$ cat config.mk
export PLATFORM = sky130hd
export DESIGN_NAME = circular_next_free_slot_allocator_unit
export DESIGN_NICKNAME = d
export VERILOG_FILES = /design/src/hdl/cnfsa_pkg.sv /design/src/hdl/circular_next_free_slot_allocator_unit.sv
export SDC_FILE = /design/constraint.sdc
export NUM_CORES = 1
export LEC_CHECK = 0
export BUFFER_PORTS_ARGS = -buffer_cell sky130_fd_sc_hd__buf_2
export CAP_MARGIN = 20
export CORE_MARGIN = 2
export CORE_UTILIZATION = 65
export DETAILED_ROUTE_END_ITERATION = 6
export PLACE_DENSITY = 0.78
export SLEW_MARGIN = 20
export SYNTH_ARGS = -nofsm -noshare
export SYNTH_HDL_FRONTEND = slang
export SYNTH_SLANG_ARGS = --single-unit
$ cat constraint.sdc
create_clock -name clock -period 11.1 [get_ports clock]
set_input_delay 1.11 -clock clock [delete_from_list [all_inputs] [get_ports clock]]
set_output_delay 1.11 -clock clock [all_outputs]
set_load 0.01 [all_outputs]
$ cat src/hdl/cnfsa_pkg.sv
`timescale 1ns / 1ps

package cnfsa_pkg;

   localparam int DEF_SLOTS = 256;
   localparam int WORD_W    = 32;
   localparam int WBIT_W    = 5;
   localparam int PLACES_W  = 9;
   localparam int SLOT_W    = 8;
   localparam int STATUS_W  = 3;

   localparam logic [PLACES_W-1:0] PLACES_RESET = 9'd256;

   localparam logic OP_ALLOC   = 1'b0;
   localparam logic OP_RELEASE = 1'b1;

   localparam logic [STATUS_W-1:0] STAT_GRANTED      = 3'd0;
   localparam logic [STATUS_W-1:0] STAT_RELEASED     = 3'd1;
   localparam logic [STATUS_W-1:0] STAT_FULL         = 3'd2;
   localparam logic [STATUS_W-1:0] STAT_NOT_OCCUPIED = 3'd3;
   localparam logic [STATUS_W-1:0] STAT_INVALID      = 3'd4;

   typedef enum logic [1:0] {
      S_IDLE,
      S_READ,
      S_SCAN,
      S_RESP
   } state_type;

endpackage

$ cat src/hdl/circular_next_free_slot_allocator_unit.sv
`timescale 1ns / 1ps

// Circular first-fit slot allocator. Keeps one occupancy bit per slot in a
// word-wide memory (32 slots per word, one valid bit per word so the whole map
// reads as free right after reset, no clearing pass). An allocate beat names a
// preferred slot: it is granted if free, otherwise the lowest free slot above
// it, otherwise the lowest free slot below it; status full if none. A release
// beat frees an occupied slot or reports it was not occupied. Slots at or
// beyond min(places_in_use, SLOTS) report invalid and change nothing.
// The block takes one request at a time. A request is accepted in the idle
// state; each occupancy word visited then takes a memory read state and a
// scan/update state; the result state then moves the result to the output
// register, waiting while rsp_stall holds it. Release and any out-of-range
// slot visit at most one word. Allocate walks the words circularly from the
// preferred slot's word, worst case ceil(n/32)+1 words; the memory's single
// read port and the one 32-bit scan unit make it go word by word. req_stall
// is high from acceptance until the result moves into the output register.
// csr_ready is always high; write places_in_use only while the block is idle.

module circular_next_free_slot_allocator_unit
   import cnfsa_pkg::*;
#(
   parameter int SLOTS = DEF_SLOTS
) (
   input  logic                clock,
   input  logic                reset,

   input  logic                req_valid,
   output logic                req_stall,
   input  logic                req_op,
   input  logic [SLOT_W-1:0]   req_slot,

   output logic                rsp_valid,
   input  logic                rsp_stall,
   output logic [STATUS_W-1:0] rsp_status,
   output logic [SLOT_W-1:0]   rsp_granted_slot,

   input  logic                csr_valid,
   output logic                csr_ready,
   input  logic [PLACES_W-1:0] csr_data
);

   // Geometry
   localparam int WORDS  = (SLOTS + WORD_W - 1) / WORD_W;
   localparam int WIDX_W = (WORDS > 1) ? $clog2(WORDS) : 1;
   localparam int CNT_W  = $clog2(SLOTS + 1);
   localparam int G_W    = WIDX_W + WBIT_W;
   localparam int CW0    = (G_W > CNT_W) ? G_W : CNT_W;
   localparam int CW1    = (CW0 > PLACES_W) ? CW0 : PLACES_W;
   localparam int CW     = (CW1 > SLOT_W) ? CW1 : SLOT_W;

   // Control / request registers
   state_type              state_ff, state_in;
   logic                   op_ff, op_in;
   logic [SLOT_W-1:0]      slot_ff, slot_in;
   logic [CNT_W-1:0]       n_ff, n_in;
   logic [WIDX_W-1:0]      start_ff, start_in;
   logic [WIDX_W-1:0]      last_ff, last_in;
   logic [WIDX_W-1:0]      wi_ff, wi_in;
   logic                   wrap_ff, wrap_in;
   logic [STATUS_W-1:0]    res_status_ff, res_status_in;
   logic [SLOT_W-1:0]      res_slot_ff, res_slot_in;

   logic                   rsp_valid_ff, rsp_valid_in;
   logic [STATUS_W-1:0]    rsp_status_ff, rsp_status_in;
   logic [SLOT_W-1:0]      rsp_slot_ff, rsp_slot_in;

   logic [PLACES_W-1:0]    places_ff, places_in;

   // Occupancy store
   logic [WORD_W-1:0]      mem [WORDS];
   logic [WORDS-1:0]       row_valid_ff, row_valid_in;
   logic [WORD_W-1:0]      rd_data_ff;
   logic                   rd_valid_ff;
   logic                   wr_en;
   logic [WORD_W-1:0]      wr_data;

   // Scan datapath
   logic [CW-1:0]          places_ext, slots_ext, n_cur_ext, n_ext, slot_ext;
   logic [CW-1:0]          g_ext;
   logic [CW-1:0]          last_cur_ext;
   logic [WORD_W-1:0]      word;
   logic [WORD_W-1:0]      allow;
   logic [WORD_W-1:0]      free_bits;
   logic [WBIT_W-1:0]      pick_b;
   logic                   rsp_load;

   assign csr_ready = 1'b1;

   // Effective slot count for the incoming beat
   assign places_ext   = CW'(places_ff);
   assign slots_ext    = CW'(SLOTS);
   assign n_cur_ext    = (places_ext > slots_ext) ? slots_ext : places_ext;
   assign last_cur_ext = (n_cur_ext - CW'(1)) >> WBIT_W;

   assign n_ext    = CW'(n_ff);
   assign slot_ext = CW'(slot_ff);
   assign word     = rd_valid_ff ? rd_data_ff : '0;

   // Per-bit window: inside [slot, n) on the first lap, [0, slot) after wrap
   always_comb begin
      g_ext = '0;
      allow = '0;
      for (int b = 0; b < WORD_W; b++) begin
         g_ext    = CW'({wi_ff, WBIT_W'(b)});
         allow[b] = (g_ext < n_ext) && (wrap_ff ? (g_ext < slot_ext) : (g_ext >= slot_ext));
      end
   end

   assign free_bits = ~word & allow;

   // Lowest free bit
   always_comb begin
      pick_b = '0;
      for (int b = WORD_W - 1; b >= 0; b--) begin
         if (free_bits[b]) begin
            pick_b = WBIT_W'(b);
         end
      end
   end

   assign rsp_load = !rsp_valid_ff || !rsp_stall;

   // Sequencer
   always_comb begin
      state_in      = state_ff;
      op_in         = op_ff;
      slot_in       = slot_ff;
      n_in          = n_ff;
      start_in      = start_ff;
      last_in       = last_ff;
      wi_in         = wi_ff;
      wrap_in       = wrap_ff;
      res_status_in = res_status_ff;
      res_slot_in   = res_slot_ff;
      rsp_valid_in  = rsp_valid_ff && rsp_stall;
      rsp_status_in = rsp_status_ff;
      rsp_slot_in   = rsp_slot_ff;
      row_valid_in  = row_valid_ff;
      wr_en         = 1'b0;
      wr_data       = word;
      places_in     = (csr_valid && csr_ready) ? csr_data : places_ff;

      case (state_ff)
         S_IDLE: begin
            if (req_valid) begin
               op_in    = req_op;
               slot_in  = req_slot;
               n_in     = CNT_W'(n_cur_ext);
               start_in = WIDX_W'(req_slot[SLOT_W-1:WBIT_W]);
               last_in  = WIDX_W'(last_cur_ext);
               wi_in    = WIDX_W'(req_slot[SLOT_W-1:WBIT_W]);
               wrap_in  = 1'b0;
               if (CW'(req_slot) >= n_cur_ext) begin
                  res_status_in = STAT_INVALID;
                  res_slot_in   = '0;
                  state_in      = S_RESP;
               end else begin
                  state_in = S_READ;
               end
            end
         end

         S_READ: begin
            state_in = S_SCAN;
         end

         S_SCAN: begin
            res_slot_in = '0;
            if (op_ff == OP_RELEASE) begin
               if (word[slot_ff[WBIT_W-1:0]]) begin
                  wr_en         = 1'b1;
                  wr_data       = word & ~(WORD_W'(1) << slot_ff[WBIT_W-1:0]);
                  res_status_in = STAT_RELEASED;
               end else begin
                  res_status_in = STAT_NOT_OCCUPIED;
               end
               state_in = S_RESP;
            end else if (|free_bits) begin
               wr_en         = 1'b1;
               wr_data       = word | (WORD_W'(1) << pick_b);
               res_status_in = STAT_GRANTED;
               res_slot_in   = SLOT_W'({wi_ff, pick_b});
               state_in      = S_RESP;
            end else if (wrap_ff && (wi_ff == start_ff)) begin
               res_status_in = STAT_FULL;
               state_in      = S_RESP;
            end else if (wi_ff == last_ff) begin
               wi_in    = '0;
               wrap_in  = 1'b1;
               state_in = S_READ;
            end else begin
               wi_in    = wi_ff + WIDX_W'(1);
               state_in = S_READ;
            end
            if (wr_en) begin
               row_valid_in[wi_ff] = 1'b1;
            end
         end

         S_RESP: begin
            if (rsp_load) begin
               rsp_valid_in  = 1'b1;
               rsp_status_in = res_status_ff;
               rsp_slot_in   = res_slot_ff;
               state_in      = S_IDLE;
            end
         end

         default: begin
            state_in = S_IDLE;
         end
      endcase
   end

   // Control registers
   always_ff @(posedge clock) begin
      if (reset) begin
         state_ff     <= S_IDLE;
         rsp_valid_ff <= 1'b0;
         places_ff    <= PLACES_RESET;
         row_valid_ff <= '0;
      end else begin
         state_ff     <= state_in;
         rsp_valid_ff <= rsp_valid_in;
         places_ff    <= places_in;
         row_valid_ff <= row_valid_in;
      end
   end

   // Payload registers
   always_ff @(posedge clock) begin
      op_ff         <= op_in;
      slot_ff       <= slot_in;
      n_ff          <= n_in;
      start_ff      <= start_in;
      last_ff       <= last_in;
      wi_ff         <= wi_in;
      wrap_ff       <= wrap_in;
      res_status_ff <= res_status_in;
      res_slot_ff   <= res_slot_in;
      rsp_status_ff <= rsp_status_in;
      rsp_slot_ff   <= rsp_slot_in;
   end

   // Occupancy memory: one read and one write port, same address
   always_ff @(posedge clock) begin
      rd_data_ff  <= mem[wi_ff];
      rd_valid_ff <= row_valid_ff[wi_ff];
      if (wr_en) begin
         mem[wi_ff] <= wr_data;
      end
   end

   assign req_stall        = (state_ff != S_IDLE);
   assign rsp_valid        = rsp_valid_ff;
   assign rsp_status       = rsp_status_ff;
   assign rsp_granted_slot = rsp_slot_ff;

   // Checks
   a_accept_then_busy: assert property (@(posedge clock) disable iff (reset)
      (req_valid && !req_stall) |=> req_stall)
      else $error("request accepted but block not busy next cycle");

   a_rsp_from_resp: assert property (@(posedge clock) disable iff (reset)
      $rose(rsp_valid_ff) |-> $past(state_ff == S_RESP))
      else $error("result appeared outside the result state");

   a_scan_in_range: assert property (@(posedge clock) disable iff (reset)
      (state_ff == S_READ) |-> (wi_ff <= last_ff))
      else $error("word index beyond last active word");

   a_nongrant_zero: assert property (@(posedge clock) disable iff (reset)
      (rsp_valid_ff && (rsp_status_ff != STAT_GRANTED)) |-> (rsp_slot_ff == '0))
      else $error("non-grant result carries a slot index");

endmodule
* Yosys cells after proc, flatten, opt, wreduce, memory -nomap -nowiden *
Memories as Yosys holds them, arrays and structs flattened. A register that Yosys moved wholly into a read port is not among the register bits.
Cells that the tools add are included.

operators by class
  $add $sub $neg = 2
  order comparisons = 101
  equal/unequal tests = 13
  shift-type cells = 2
  mux-type cells = 116
  bitwise logic cells = 6
  reductions and logical operators = 50

operators with widths
  cell                                                                 number
  8-bit by 9-bit less-than comparator with 1-bit output                32
  8-bit >= comparator                                                  32
  8-bit less-than comparator                                           32
  32-bit 2-to-1 mux                                                    5
  5-bit 2-to-1 mux                                                     32
  32-bit AND                                                           2
  32-bit NOT                                                           2
  1-bit by 5-bit left shift with 32-bit output (first input constant)  2
  1-bit 2-to-1 mux                                                     49
  1-bit logical AND                                                    35
  8-bit 2-to-1 mux                                                     4
  32-bit OR                                                            1
  32-bit OR reduction                                                  1
  3-bit 2-to-1 mux                                                     10
  8-bit one-hot mux with 2 select lines                                1
  2-bit 2-to-1 mux                                                     7
  2-bit inequality test (second input constant)                        7
  3-bit one-hot mux with 2 select lines                                2
  8-bit by 9-bit >= comparator with 1-bit output                       1
  9-bit > comparator (second input constant)                           1
  9-bit 2-to-1 mux                                                     1
  8-bit OR                                                             1
  2-bit one-hot mux with 4 select lines                                1
  2-bit AND reduction                                                  4
  other kinds (21)                                                     25

storage, ports and cells
  bits in registers = 71
  memory bits (writable) = 256
  input port bits = 23
  word-level logic and storage cells = 307
  memories kept = 1

memory list
  name  depth  width  read ports  clocked after memory_dff  wr ports  RTL line                                      text
  mem   8      32     1           1                         1         circular_next_free_slot_allocator_unit.sv:71  logic [WORD_W-1:0] mem [WORDS];

* Logic depth before layout (Yosys ltp) *
  word-level depth = 41
  gate-level depth with buffers = 16

* Least setup slack after synthesis *
OpenSTA, ideal clock, no wires.

  kind = register to register
  start point = register wi_ff[2]
  end point = memory mem[0][0], enable pin
  library setup time = 0.502 ns
  data arrival time = 5.638 ns
  data required time = 10.598 ns
  setup slack = 4.960 ns
  stages on the path, launching flop included = 13
  cells stage by stage = edfxtp_1 -> ha_1 -> buf_6 -> or2_1 -> buf_6 -> nand2_1 -> o22ai_1 -> nor4b_1 -> nor4_2 -> nand4_1 -> or3_4 -> nand3_4 -> nor4_1

between the ends
  cells in the longest elaborated chain, start to end = 11
  elaborated cells on any way between the ends = 168

ends and longest elaborated chain
  what                                                               RTL line                                       text
  from (decl)                                                        circular_next_free_slot_allocator_unit.sv:59   logic [WIDX_W-1:0] wi_ff, wi_in;
  from (signal assigned)                                             circular_next_free_slot_allocator_unit.sv:238  wi_ff <= wi_in;
  8-bit >= comparator or 8-bit less-than comparator (tied branches)  circular_next_free_slot_allocator_unit.sv:106  allow[b] = (g_ext < n_ext) && (wrap_ff ? (g_ext < slot_ext) : (g_ext >= slot_ext));
  1-bit 2-to-1 mux                                                   circular_next_free_slot_allocator_unit.sv:106
  1-bit logical AND                                                  circular_next_free_slot_allocator_unit.sv:106
  32-bit AND                                                         circular_next_free_slot_allocator_unit.sv:110  assign free_bits = ~word & allow;
  32-bit OR reduction                                                circular_next_free_slot_allocator_unit.sv:179  end else if (|free_bits) begin
  1-bit 2-to-1 mux                                                   circular_next_free_slot_allocator_unit.sv:179
  1-bit 2-to-1 mux                                                   circular_next_free_slot_allocator_unit.sv:170  if (op_ff == OP_RELEASE) begin
  1-bit 2-to-1 mux (2 in series)                                     circular_next_free_slot_allocator_unit.sv:144  case (state_ff)
  1-bit 2-to-1 mux                                                   circular_next_free_slot_allocator_unit.sv:250  if (wr_en) begin
  1-bit 2-to-1 mux (implied by the code)                             circular_next_free_slot_allocator_unit.sv:251  mem[wi_ff] <= wr_data;
  to (decl)                                                          circular_next_free_slot_allocator_unit.sv:71

Parallel ways exist; a longest one is shown, timed or not. The select of a mux whose other input is x is not followed.

* Final worst setup path *
  start point = register wi_ff[2]
  end point = memory mem[5][26] (data pin)

between the ends
  cells in the longest elaborated chain, start to end = 41
  elaborated cells on any way between the ends = 199

ends and longest elaborated chain
  what                                                               RTL line                                       text
  8-bit >= comparator or 8-bit less-than comparator (tied branches)  circular_next_free_slot_allocator_unit.sv:106
  1-bit 2-to-1 mux                                                   circular_next_free_slot_allocator_unit.sv:106
  1-bit logical AND                                                  circular_next_free_slot_allocator_unit.sv:106
  32-bit AND (*)                                                     circular_next_free_slot_allocator_unit.sv:110
  5-bit 2-to-1 mux (32 in series)                                    circular_next_free_slot_allocator_unit.sv:116  if (free_bits[b]) begin
  1-bit by 5-bit left shift with 32-bit output                       circular_next_free_slot_allocator_unit.sv:181  wr_data = word | (WORD_W'(1) << pick_b);
  32-bit OR                                                          circular_next_free_slot_allocator_unit.sv:181
  32-bit 2-to-1 mux (*)                                              circular_next_free_slot_allocator_unit.sv:179
  32-bit 2-to-1 mux (*)                                              circular_next_free_slot_allocator_unit.sv:170
  32-bit 2-to-1 mux (*)                                              circular_next_free_slot_allocator_unit.sv:144
  net wr_data[26]                                                    circular_next_free_slot_allocator_unit.sv:76   logic [WORD_W-1:0] wr_data;

The timed path passes the listed nets; every way through them passes the cells marked *.

==> results.md <==
* Slew HR at 0.261
* Power Density at 187 nW/um^2
* CP endpoint kind: register
* Initial antenna violation count at 2
* Drt total wl at 45.1 mm
* FF+latch count, synth at 356
* Number of fill cells at 1557
* Largest net degree at the start of global routing at 54
* EDFF count, synth at 303
* # port buffers at 35
* Minimum clock period at 5650 ps
* First-pass GRT wire length at 67.2 mm
* DR iter-0 viols at 1684
* Async S/R FF share, synth at 0
* Post-route ant nets at 0
* Share of layout cells above drive strength 1 at 0.137
* Clk_skew at 31.0 ps
* Synthesized net count at 1252
* Slowest library cell on the worst path: nor2_1
* Post-Place Worst Slack at 5780 ps
* Commonest cells post-synth: edfxtp_1 (303), a22oi_1 (139), nand2_1 (66), nor2_1 (54), dfxtp_1 (53)
* Top-level port count at 37
* Ant diodes at 0
* Crit-path max FO at 15
* Cells after DPL at 1515
* Period Utilization, post-route at 0.509
* Resized cells post-CTS at 0
* Clock Tree Buf Depth at 3
* Grt met1 use at 0.500
* Slew Limit Fails at 0
* Sequential share of power at 0.484
* Synth area leader: edfxtp_1
* Lkg Pwr at 0.00582 uW
* Layout Utilization at 0.722
* Met2 usage at 0.537
* Mapped Cells at 1212
* Worst Path Arrival at 5860 ps
* Comb power frac at 0.184
* Gr busiest metal: met2
* Ys Warns at 0
* DP HPWL at 28.8 mm
* R2R Path Start: wi_ff[2]
* Vias in the first global route at 11000
* Sequential area share after synthesis at 0.639
* RSZ-0062 raised after global routing: no
* DRC violations left at 0
* Clock latency on the worst-skew pair at 530 ps
* Worst-margin pin slew at 1100 ps
* Count of cell types in the netlist at 93
* Row count at 57
* H-Tree Depth at 2
* Avg Synthesized Cell Area at 13.1 um^2
* Max frequency at 177 MHz
* Area Overhead vs Synth at 9.91%
* Worst hold start: res_slot_ff[0]
* Non-Filler Instances at 1578
* Psw at 944 uW
* Top cells by area, synth: edfxtp_1 (57%), dfxtp_1 (6.7%), a22oi_1 (6.6%)
* CTS sink cnt at 356
* Final setup margin at 5450 ps
* Crit path kind: reg -> reg
* HP Class: reg -> reg
* Clk slew on worst S/H paths at 60 ps
* Die Span Y at 160 um
* Placer congestion estimate at 1.02
* Clock Power Share at 0.332
* Max Cap Viol at 0
* CTS tree: yes
* Internal power at 2320 uW
* Total Nets Final at 1269
* Max rail drop VDD at 0.000170 V
* Area of the core at 24200 um^2
* WHS Path Cells at 0
* Via density at 7.20
* DR WL/cell at 28.6 um
* Hold Violations, Final at 0
* # Post-CTS Setup Buffers at 0
* Final global-route overflow total at 0
* Post-Route Setup TNS at 0 ps
* Top cell type's share of synthesized area at 0.573
* CP startpoint kind: register
* Sw frac at 0.289
* Pre-antenna DRT Iters at 6
* Area of the mapped netlist at 15900 um^2
* Starting Density at 0.657
* Vias at 11400
* Cts hold-fix bufs at 0
* Crit path from: wi_ff[2]
* Critical path data required time at 11310 ps
* Reg2reg path depth at 11
* Clk root buf: clkbuf_16
* Die area at 25700 um^2
* CP max stage delay at 890 ps
* Crit-path cells: ha_1 -> nor2_1 -> nor2_1 -> a221oi_1 -> and3_1 -> o21ai_0 -> a31oi_1 -> a21oi_1 -> a211oi_2 -> nand2b_1 -> o21ai_0
* Met3 Use GR at 0.0754
* Tot GR Track Use at 0.351
* Ys flop type: edfxtp_1
* Endpoints failing setup at 0
* Die Wd at 160 um
* Top-count cell post-synth: edfxtp_1
* Status: finished clean
* CTS Buf Count at 34
## cells by family after synthesis
group                      count (synthesis)  synth area share
other                                      1          0.000236
buffers and inverters                    116            0.0316
and+or+nand+nor                          313             0.110
adders and majority gates                 17            0.0134
DFF                                      356             0.639
xor gates and xnor gates                  20            0.0110
muxes                                     19            0.0198
AOI/OAI and AO/OA                        370             0.175
## metrics by stage
step / hold WS, ps / cell area, um^2 / power, uW
final: 417 / 17500 / 3270
after detailed placement: 405 / 16400 / 2180
after CTS: 418 / 17400 / 3250
after global placement: 401 / 16300 / 2180
after floorplan: 400 / 15900 / 1980
after global routing: 438 / 17500 / 3360
## worst paths after layout
| kind | slack, ps | endpoint |
|---|---|---|
| worst max-delay path | 5450 | mem[5][26] |
| worst min-delay path | 420 | rsp_granted_slot[0] |
| worst max register to register | 5450 | mem[5][26] |
| worst min register to register | 420 | rsp_granted_slot[0] |
## power by group through the flow
stage                     registers, uW  clock network (uW)  logic [uW]
after detailed placement           1600                   0         574
final                              1580                1090         601
after CTS                          1570                1090         580
after global placement             1600                   0         574
after global routing               1580                1140         635
after floorplan                    1560                   0         425
## registers in the layout (all words and copies together) (netlist names), 2 cells and up
signal            flops
mem                 256
rd_data_ff           32
n_ext                 9
places_ext            9
res_slot_ff           8
row_valid_ff          8
rsp_granted_slot      8
slot_ff               8
last_ff               3
res_status_ff         3
rsp_status            3
wi_ff                 3
state_ff              2
## final cells by class
type	instances	area (um^2)	share of cell area
clock buffer	50	972	0.0557
multi-input combinational	740	5310	0.304
sequential	356	10200	0.582
timing repair buffer	59	400	0.0229
tap	324	405	0.0232
inverter	38	143	0.00817
clock inverter	11	71.3	0.00408
## layer usage
metal | vias to the layer above | share of wire
met5 | - | 0.00060
met4 | 4 | 0.042
met3 | 142 | 0.12
met2 | 871 | 0.45
met1 | 5461 | 0.39
li1 | 4878 | -
## cell usage in the layout (no fill, tap or decap), drive strengths merged, types with 28 or more instances in the layout
cell type / n
nand2: 66
a22oi: 140
edfxtp: 303
nand4: 42
a21oi: 28
clkbuf: 50
inv: 38
buf: 59
o21ai: 46
o22ai: 29
dfxtp: 53
nor2: 56
## critical path, delay by kind of cell, from the launching register on
family | cells | cell delay, ps
and+or+nand+nor | 4 | 2000
DFF | 1 | 720
adders and majority gates | 1 | 450
AOI/OAI and AO/OA | 6 | 2140
Power figures use the tool's default switching activity.
